## config.mk

```make
export PLATFORM = sky130hd
export DESIGN_NAME = ipv4_header_parser_unit
export DESIGN_NICKNAME = d
export VERILOG_FILES = /design/src/ihp_pkg.sv /design/src/ipv4_header_parser_unit.sv /design/src/ihp_frame_track.sv /design/src/ihp_opt_walk.sv
export SDC_FILE = /design/constraint.sdc
export NUM_CORES = 1
export LEC_CHECK = 0
export ABC_AREA = 1
export BUFFER_PORTS_ARGS = -buffer_cell sky130_fd_sc_hd__buf_2
export CORE_ASPECT_RATIO = 1.5
export CORE_UTILIZATION = 40
export CTS_BUF_LIST = sky130_fd_sc_hd__clkbuf_16
export CTS_CLUSTER_SIZE = 10
export DETAILED_ROUTE_END_ITERATION = 10
export GPL_TIMING_DRIVEN = 0
export SETUP_SLACK_MARGIN = 0.3
export SKIP_CTS_REPAIR_TIMING = 1
export SLEW_MARGIN = 20
export SYNTH_ARGS = -nofsm -noshare
export SYNTH_HDL_FRONTEND = slang
export SYNTH_HIERARCHICAL = 1
export SYNTH_SLANG_ARGS = --single-unit
```

## constraint.sdc

```tcl
create_clock -name clk -period 10.25 [get_ports clk]
set_input_delay 1.025 -clock clk [delete_from_list [all_inputs] [get_ports clk]]
set_output_delay 1.025 -clock clk [all_outputs]
set_load 0.01 [all_outputs]
```

## src/ihp_pkg.sv

```systemverilog
// ----------------------------------------------------------------------------
// IPv4 header parser package
// Shared types, codes and constants of the IPv4 header parser.
// ----------------------------------------------------------------------------
package ihp_pkg;

  localparam int unsigned HdrBytes = 20;
  localparam logic [15:0] FragMask = 16'h3FFF;
  localparam logic [7:0]  OptRouterAlert = 8'h94;
  localparam logic [7:0]  OptEnd = 8'h00;
  localparam logic [7:0]  OptNop = 8'h01;
  localparam logic [3:0]  IpVersion4 = 4'd4;

  localparam logic [7:0] ProtoIcmp = 8'h01;
  localparam logic [7:0] ProtoIgmp = 8'h02;
  localparam logic [7:0] ProtoUdp  = 8'h11;
  localparam logic [7:0] ProtoTcp  = 8'h06;
  localparam logic [7:0] ProtoGre  = 8'd47;
  localparam logic [7:0] ProtoEsp  = 8'd50;

  // Option flag bit positions.
  localparam int unsigned FlagTooLong    = 0;
  localparam int unsigned FlagBadLength  = 1;
  localparam int unsigned FlagAlertLen   = 2;
  localparam int unsigned FlagAlertValue = 3;
  localparam int unsigned FlagUnknown    = 4;

  typedef enum logic [2:0] {
    ST_OK           = 3'd0,
    ST_FRAGMENT     = 3'd1,
    ST_BAD_VERSION  = 3'd2,
    ST_SHORT_HEADER = 3'd3,
    ST_SHORT_FRAME  = 3'd4
  } status_t;

  typedef enum logic [2:0] {
    PC_ICMP    = 3'd0,
    PC_IGMP    = 3'd1,
    PC_UDP     = 3'd2,
    PC_TCP     = 3'd3,
    PC_GRE     = 3'd4,
    PC_ESP     = 3'd5,
    PC_UNKNOWN = 3'd6
  } proto_class_t;

  typedef enum logic [2:0] {
    PH_TAG  = 3'b001,
    PH_LEN  = 3'b010,
    PH_BODY = 3'b100
  } opt_phase_t;

  // One frame byte as it leaves the input register.
  typedef struct packed {
    logic        last;
    logic [15:0] pos;
    logic [7:0]  data;
  } byte_step_t;

  function automatic proto_class_t classify(input logic [7:0] p);
    proto_class_t c;
    unique case (p)
      ProtoIcmp: c = PC_ICMP;
      ProtoIgmp: c = PC_IGMP;
      ProtoUdp:  c = PC_UDP;
      ProtoTcp:  c = PC_TCP;
      ProtoGre:  c = PC_GRE;
      ProtoEsp:  c = PC_ESP;
      default:   c = PC_UNKNOWN;
    endcase
    return c;
  endfunction

endpackage

```

## src/ipv4_header_parser_unit.sv

```systemverilog
// ----------------------------------------------------------------------------
// IPv4 header parser
// Byte-serial IPv4 header extraction, checking and option walk.
// ----------------------------------------------------------------------------
// A frame's result reaches m_tdata from its last byte on s_tdata through the
// input register and then the result register.
// Throughput: one byte per cycle;
// a result held by m_tready stalls the input once the input register is full.
// Reset: synchronous rst clears the byte count, header bytes, option walker
// and both valid flags; no result is pending after reset.
module ipv4_header_parser_unit #(
  parameter int unsigned MAX_FRAME_BYTES = 65535
) (
  input  logic         clk,
  input  logic         rst,
  input  logic         s_tvalid,
  output logic         s_tready,
  input  logic [7:0]   s_tdata,   // data_byte[7:0]
  input  logic         s_tlast,   // last_byte
  output logic         m_tvalid,
  input  logic         m_tready,
  // status[2:0], protocol_class[5:3], protocol_number[13:6],
  // source_address[45:14], dest_address[77:46], header_bytes[83:78],
  // payload_bytes[99:84], option_flags[104:100], service_type[112:105],
  // time_to_live[120:113], identification[136:121], datagram_length[152:137],
  // zero fill [159:153]
  output logic [159:0] m_tdata
);

  logic       in_valid;
  logic [7:0] in_data;
  logic       in_last;
  logic       advance;
  logic       consume;

  logic [15:0] pos;
  logic [ihp_pkg::HdrBytes-1:0][7:0] h;
  logic [15:0] frame_len;
  logic [4:0]  flags_final;
  logic [5:0]  hl;
  ihp_pkg::byte_step_t step;

  ihp_pkg::status_t status;
  logic [159:0]     result;

  assign advance  = !m_tvalid || m_tready;
  assign s_tready = !in_valid || advance;
  assign consume  = in_valid && advance;

  always_ff @(posedge clk) begin
    if (rst) begin
      in_valid <= 1'b0;
    end else if (s_tready) begin
      in_valid <= s_tvalid;
    end
  end

  always_ff @(posedge clk) begin
    if (s_tready && s_tvalid) begin
      in_data <= s_tdata;
      in_last <= s_tlast;
    end
  end

  assign step = '{last: in_last, pos: pos, data: in_data};

  ihp_frame_track #(
    .MAX_FRAME_BYTES(MAX_FRAME_BYTES)
  ) u_track (
    .clk       (clk),
    .rst       (rst),
    .en        (consume),
    .step      (step),
    .pos       (pos),
    .hdr_next  (h),
    .frame_len (frame_len)
  );

  assign hl = {h[0][3:0], 2'b00};

  ihp_opt_walk u_walk (
    .clk         (clk),
    .rst         (rst),
    .en          (consume),
    .step        (step),
    .hl          (hl),
    .flags_final (flags_final)
  );

  always_comb begin
    if (({h[6], h[7]} & ihp_pkg::FragMask) != 16'd0) begin
      status = ihp_pkg::ST_FRAGMENT;
    end else if (h[0][7:4] != ihp_pkg::IpVersion4) begin
      status = ihp_pkg::ST_BAD_VERSION;
    end else if (hl < 6'(ihp_pkg::HdrBytes)) begin
      status = ihp_pkg::ST_SHORT_HEADER;
    end else if ({10'd0, hl} > frame_len) begin
      status = ihp_pkg::ST_SHORT_FRAME;
    end else begin
      status = ihp_pkg::ST_OK;
    end

    result          = '0;
    result[2:0]     = status;
    result[5:3]     = ihp_pkg::classify(h[9]);
    result[13:6]    = h[9];
    if (status != ihp_pkg::ST_FRAGMENT) begin
      result[45:14] = {h[12], h[13], h[14], h[15]};
      result[77:46] = {h[16], h[17], h[18], h[19]};
    end
    result[83:78]   = hl;
    if (status == ihp_pkg::ST_OK) begin
      result[99:84]   = frame_len - {10'd0, hl};
      result[104:100] = flags_final;
    end
    result[112:105] = h[1];
    result[120:113] = h[8];
    result[136:121] = {h[4], h[5]};
    result[152:137] = {h[2], h[3]};
  end

  always_ff @(posedge clk) begin
    if (rst) begin
      m_tvalid <= 1'b0;
    end else if (advance) begin
      m_tvalid <= in_valid && in_last;
    end
  end

  always_ff @(posedge clk) begin
    if (consume && in_last) begin
      m_tdata <= result;
    end
  end

  a_ok_header: assert property (@(posedge clk) disable iff (rst)
    m_tvalid && m_tdata[2:0] == ihp_pkg::ST_OK |-> m_tdata[83:78] >= 6'd20)
    else $error("accepted frame with header under twenty bytes");

  a_frag_no_addr: assert property (@(posedge clk) disable iff (rst)
    m_tvalid && m_tdata[2:0] == ihp_pkg::ST_FRAGMENT |->
      m_tdata[77:14] == 64'd0)
    else $error("skipped fragment carries addresses");

  a_bad_no_payload: assert property (@(posedge clk) disable iff (rst)
    m_tvalid && m_tdata[2:0] != ihp_pkg::ST_OK |-> m_tdata[104:84] == 21'd0)
    else $error("failed frame carries payload length or option flags");

  a_result_needs_last: assert property (@(posedge clk) disable iff (rst)
    $rose(m_tvalid) |-> $past(consume && in_last))
    else $error("result without a frame end");

endmodule

```

## src/ihp_frame_track.sv

```systemverilog
// ----------------------------------------------------------------------------
// IPv4 header parser frame tracker
// Counts bytes of the current frame and captures the first twenty bytes.
// ----------------------------------------------------------------------------
module ihp_frame_track #(
  parameter int unsigned MAX_FRAME_BYTES = 65535
) (
  input  logic                         clk,
  input  logic                         rst,
  input  logic                         en,
  input  ihp_pkg::byte_step_t          step,
  output logic [15:0]                  pos,
  output logic [ihp_pkg::HdrBytes-1:0][7:0] hdr_next,
  output logic [15:0]                  frame_len
);

  localparam logic [15:0] MaxLen = 16'(MAX_FRAME_BYTES);

  logic [ihp_pkg::HdrBytes-1:0][7:0] store;

  // Header view including the byte in flight; bytes not yet seen read as zero.
  always_comb begin
    for (int i = 0; i < ihp_pkg::HdrBytes; i++) begin
      hdr_next[i] = (step.pos == 16'(i)) ? step.data : store[i];
    end
    frame_len = (step.pos >= MaxLen) ? MaxLen : step.pos + 16'd1;
  end

  always_ff @(posedge clk) begin
    if (rst) begin
      pos   <= '0;
      store <= '0;
    end else if (en) begin
      if (step.last) begin
        pos   <= '0;
        store <= '0;
      end else begin
        store <= hdr_next;
        if (pos < MaxLen) begin
          pos <= pos + 16'd1;
        end
      end
    end
  end

  a_pos_clears: assert property (@(posedge clk) disable iff (rst)
    en && step.last |=> pos == 16'd0)
    else $error("byte position not cleared after frame end");

  a_pos_bounded: assert property (@(posedge clk) disable iff (rst)
    pos <= MaxLen)
    else $error("byte position beyond frame limit");

endmodule

```

## src/ihp_opt_walk.sv

```systemverilog
// ----------------------------------------------------------------------------
// IPv4 header parser option walker
// Walks the IP options byte by byte and collects option error flags.
// ----------------------------------------------------------------------------
module ihp_opt_walk (
  input  logic                clk,
  input  logic                rst,
  input  logic                en,
  input  ihp_pkg::byte_step_t step,
  input  logic [5:0]          hl,
  output logic [4:0]          flags_final
);

  ihp_pkg::opt_phase_t phase, phase_next;
  logic [7:0]  remaining, remaining_next;
  logic [7:0]  tag, tag_next;
  logic [15:0] alert_value, alert_value_next;
  logic [1:0]  alert_pending, alert_pending_next;
  logic [4:0]  flags, flags_next;
  logic        stopped, stopped_next;
  logic        in_options;

  assign in_options = !stopped && (step.pos >= 16'(ihp_pkg::HdrBytes)) &&
                      (step.pos < {10'd0, hl});

  always_comb begin
    phase_next         = phase;
    remaining_next     = remaining;
    tag_next           = tag;
    alert_value_next   = alert_value;
    alert_pending_next = alert_pending;
    flags_next         = flags;
    stopped_next       = stopped;

    // Router alert value bytes are taken wherever they fall.
    if (alert_pending != 2'd0) begin
      alert_value_next   = {alert_value[7:0], step.data};
      alert_pending_next = alert_pending - 2'd1;
      if (alert_pending_next == 2'd0 && alert_value_next != 16'd0) begin
        flags_next[ihp_pkg::FlagAlertValue] = 1'b1;
      end
    end

    if (in_options) begin
      unique case (phase)
        ihp_pkg::PH_TAG: begin
          if (step.data == ihp_pkg::OptEnd) begin
            stopped_next = 1'b1;
          end else if (step.data != ihp_pkg::OptNop) begin
            if ({1'b0, step.pos} + 17'd1 >= {11'd0, hl}) begin
              flags_next[ihp_pkg::FlagTooLong] = 1'b1;
              stopped_next = 1'b1;
            end else begin
              tag_next   = step.data;
              phase_next = ihp_pkg::PH_LEN;
            end
          end
        end
        ihp_pkg::PH_LEN: begin
          if (step.data < 8'd2) begin
            flags_next[ihp_pkg::FlagBadLength] = 1'b1;
            stopped_next = 1'b1;
          end else if ({1'b0, step.pos} + {9'd0, step.data} > {11'd0, hl} + 17'd1) begin
            flags_next[ihp_pkg::FlagTooLong] = 1'b1;
            stopped_next = 1'b1;
          end else begin
            if (tag == ihp_pkg::OptRouterAlert) begin
              if (step.data != 8'd4) begin
                flags_next[ihp_pkg::FlagAlertLen] = 1'b1;
              end
              alert_value_next   = '0;
              alert_pending_next = 2'd2;
            end else begin
              flags_next[ihp_pkg::FlagUnknown] = 1'b1;
            end
            remaining_next = step.data - 8'd2;
            phase_next = (remaining_next == 8'd0) ? ihp_pkg::PH_TAG : ihp_pkg::PH_BODY;
          end
        end
        default: begin
          remaining_next = remaining - 8'd1;
          if (remaining_next == 8'd0) begin
            phase_next = ihp_pkg::PH_TAG;
          end
        end
      endcase
    end

    // At frame end, missing alert value bytes count as zero.
    flags_final = flags_next;
    if (alert_pending_next == 2'd1 && alert_value_next[7:0] != 8'd0) begin
      flags_final[ihp_pkg::FlagAlertValue] = 1'b1;
    end
  end

  always_ff @(posedge clk) begin
    if (rst) begin
      phase         <= ihp_pkg::PH_TAG;
      remaining     <= '0;
      tag           <= '0;
      alert_value   <= '0;
      alert_pending <= '0;
      flags         <= '0;
      stopped       <= 1'b0;
    end else if (en) begin
      if (step.last) begin
        phase         <= ihp_pkg::PH_TAG;
        remaining     <= '0;
        tag           <= '0;
        alert_value   <= '0;
        alert_pending <= '0;
        flags         <= '0;
        stopped       <= 1'b0;
      end else begin
        phase         <= phase_next;
        remaining     <= remaining_next;
        tag           <= tag_next;
        alert_value   <= alert_value_next;
        alert_pending <= alert_pending_next;
        flags         <= flags_next;
        stopped       <= stopped_next;
      end
    end
  end

  a_pending_range: assert property (@(posedge clk) disable iff (rst)
    alert_pending != 2'd3)
    else $error("router alert byte count out of range");

  a_walk_clears: assert property (@(posedge clk) disable iff (rst)
    en && step.last |=> flags == 5'd0 && !stopped && alert_pending == 2'd0)
    else $error("option walker not cleared after frame end");

endmodule
```

==> results.toml <==
[sta]
fmax_ghz = 0.223
rsz0062_at_grt = "false"
finClkSkew_ns = 0.0151
finalMaxSlewViolations = 0
finalHoldViolCount = 0
min_period_ns = 4.48
min_period_over_period_pct = 43.7
tightest_slew_ns = 0.988
setup_violations = 0
slew_headroom_pct = 34.2

[finish]
nFillCells = 4955
antennaDiodeCount = 0
area_growth_syn_to_layout_pct = 15.1
layout-drive-gt1-share_pct = 13.4
nNetsFinal = 2949
fin_cells = 3584

[worst_setup_path]
crit_path_frequent_cell = "nand2_1"
crit_required_ns = 10.56
slowest_delay_ns = 0.54
start_kind = "flip-flop"
path_max_fanout = 17
crit_family = "simple AND/OR/NAND/NOR gates"
arrival_ns = 4.78
cp_cell_sequence = "inv_1 -> ha_1 -> nand2_1 -> nor2_2 -> nand2_4 -> nand2_1 -> and2_1 -> xor2_1 -> ha_1 -> nand2_1 -> nor2_1 -> and3_1 -> a21oi_1 -> nor2_4 -> nand3_4 -> nor2_4 -> nand3_4 -> buf_6 -> o41ai_2 -> nand2_1 -> nand2_1 -> nand2_1 -> inv_1 -> nor2_2"
cp_num_buf_inv = 3
cp-end-kind = "flip-flop"
worstSetupPathType = "reg2reg"
crit_slowest_cell = "dfxtp_1"

[clock_tree]
cts_sinks = 355
h-tree-depth = 2
clk_pin_slew_ns = 0.06
clock_latency_ns = 0.56
cts_root_buffer = "clkbuf_16"
cts_tree = "built"
cts_buffer_depth = 3
numCtsBuffers = 42

[power]
power.leakage_nw = 9.79
finalPower_mw = 3.27
peakVddDrop_v = 0.000115
p_per_area_nw_per_um2 = 141

[place]
dp_cells = 3510
place_hpwl_um = 42900
gp_congestion = 0.902
port_buffers = 165

[die]
io_pins = 175
fp-row-count = 100
fp.coreArea_um2 = 49700
die_h_um = 277
initial_core_util_pct = 40.5
die_w_um = 185
die_area_um2 = 51200

[drt]
drt_iter0_drc = 1091
wl_per_cell_um = 16.1
vias = 17900
wl_um = 57600
drt_pass1_iterations = 8
drcViolationCount = 0
postRouteAntennaNets = 0
via_per_inst = 5.01

[synthesis]
synth.avg_cell_area_um2 = 7.56
syn_inst = 2661
ys_warn_count = 6
syn_area_um2 = 20100

[grt]
antenna_found_initial = 0
grtUsageTotal_pct = 22.5
grt_max_degree = 31
grt-ovfl-total = 0
grt_pass1_vias = 17400
grt_pass1_wl_um = 91000

[status]
status = "completed"

[flow_run]
drv_cap = 0

[hold_path]
worstHoldPathType = "reg2reg"
[worst min-delay path: cells and delay by family (launching register included)]
family	cells	cell delay, ns
AND/OR/NAND/NOR	1	0.06
AO/OA/AOI/OAI	1	0.05
flip-flops	1	0.31
[layout by cell type (no fill, tap or decap), drive strengths merged, types with 19 or more instances in the layout]
cell / instances
nand2: 605
nand3: 385
dfxtp: 195
buf: 231
nor3: 19
ha: 43
clkbuf: 104
xor2: 28
edfxtp: 160
inv: 423
a21oi: 195
o21ai: 50
nand4: 27
nor2: 233
and2: 145
[metal layers]
| metal | GRT usage (%) | vias to the layer above | wire [um] |
|---|---|---|---|
| li1 | - | 8977 | - |
| met1 | 24.6 | 8294 | 22000 |
| met2 | 42.6 | 512 | 30500 |
| met3 | 2.51 | 160 | 2600 |
| met4 | 10.2 | 0 | 2520 |
| met5 | 0 | - | 0 |
[through the flow]
stage / util (%) / hold WS (ns) / worst slack, ns / setup TNS (ns) / area (um2)
2_1_floorplan: - / 0.441 / 2.11 / 0 / 20200
3_3_place_gp: 44.0 / 0.451 / -0.637 / -93.31 / 21800
3_5_place_dp: 44.2 / 0.455 / 5.81 / 0 / 21900
4_1_cts: 46.6 / 0.464 / 5.77 / 0 / 23200
5_1_grt: 46.6 / 0.475 / 5.35 / 0 / 23200
6_report: 46.6 / 0.462 / 5.77 / 0 / 23200
[path summary, 6_finish.rpt]
kind,cells past startpoint,start,slack [ns],to
setup / recovery,24,u_track/pos[0]$_SDFFE_PP0P_,5.77,m_tdata[103]$_SDFFCE_PP0P_
hold / removal,2,u_track/store[107]$_SDFFE_PP0P_,0.46,u_track/store[107]$_SDFFE_PP0P_
setup reg to reg,24,u_track/pos[0]$_SDFFE_PP0P_,5.77,m_tdata[103]$_SDFFCE_PP0P_
hold reg to reg,2,u_track/store[107]$_SDFFE_PP0P_,0.46,u_track/store[107]$_SDFFE_PP0P_
[flip-flops by register name, summed over array words and instances (netlist names)]
| signal | flops |
|---|---|
| m_tvalid | 1 |
| u_walk/alert_value | 8 |
| in_data | 8 |
| u_walk/remaining | 8 |
| m_tdata | 151 |
| u_walk/tag | 8 |
| in_last | 1 |
| u_walk/alert_pending | 2 |
| u_walk/phase | 3 |
| in_valid | 1 |
| u_track/store | 142 |
| u_walk/stopped | 1 |
| u_walk/flags | 5 |
| u_track/pos | 16 |
[power by group]
part	leakage (nW)	internal (mW)	total [mW]	switching [mW]
Clock	0.690	0.754	1.34	0.588
Sequential	3.08	1.50	1.52	0.0193
Combinational	6.02	0.119	0.404	0.285
[layout make-up]
| class | count | area [um2] | share of cell area [%] |
|---|---|---|---|
| Buffer | 122 | 647 | 2.79 |
| Clock buffer | 43 | 1080 | 4.64 |
| Clock inverter | 31 | 146 | 0.632 |
| Multi-Input combinational cell | 1803 | 9350 | 40.3 |
| Sequential cell | 355 | 8710 | 37.6 |
| Inverter | 397 | 1490 | 6.43 |
| Timing Repair Buffer | 170 | 926 | 4.00 |
| Tap cell | 663 | 830 | 3.58 |
No activity file was read; power rests on OpenSTA's default activity.
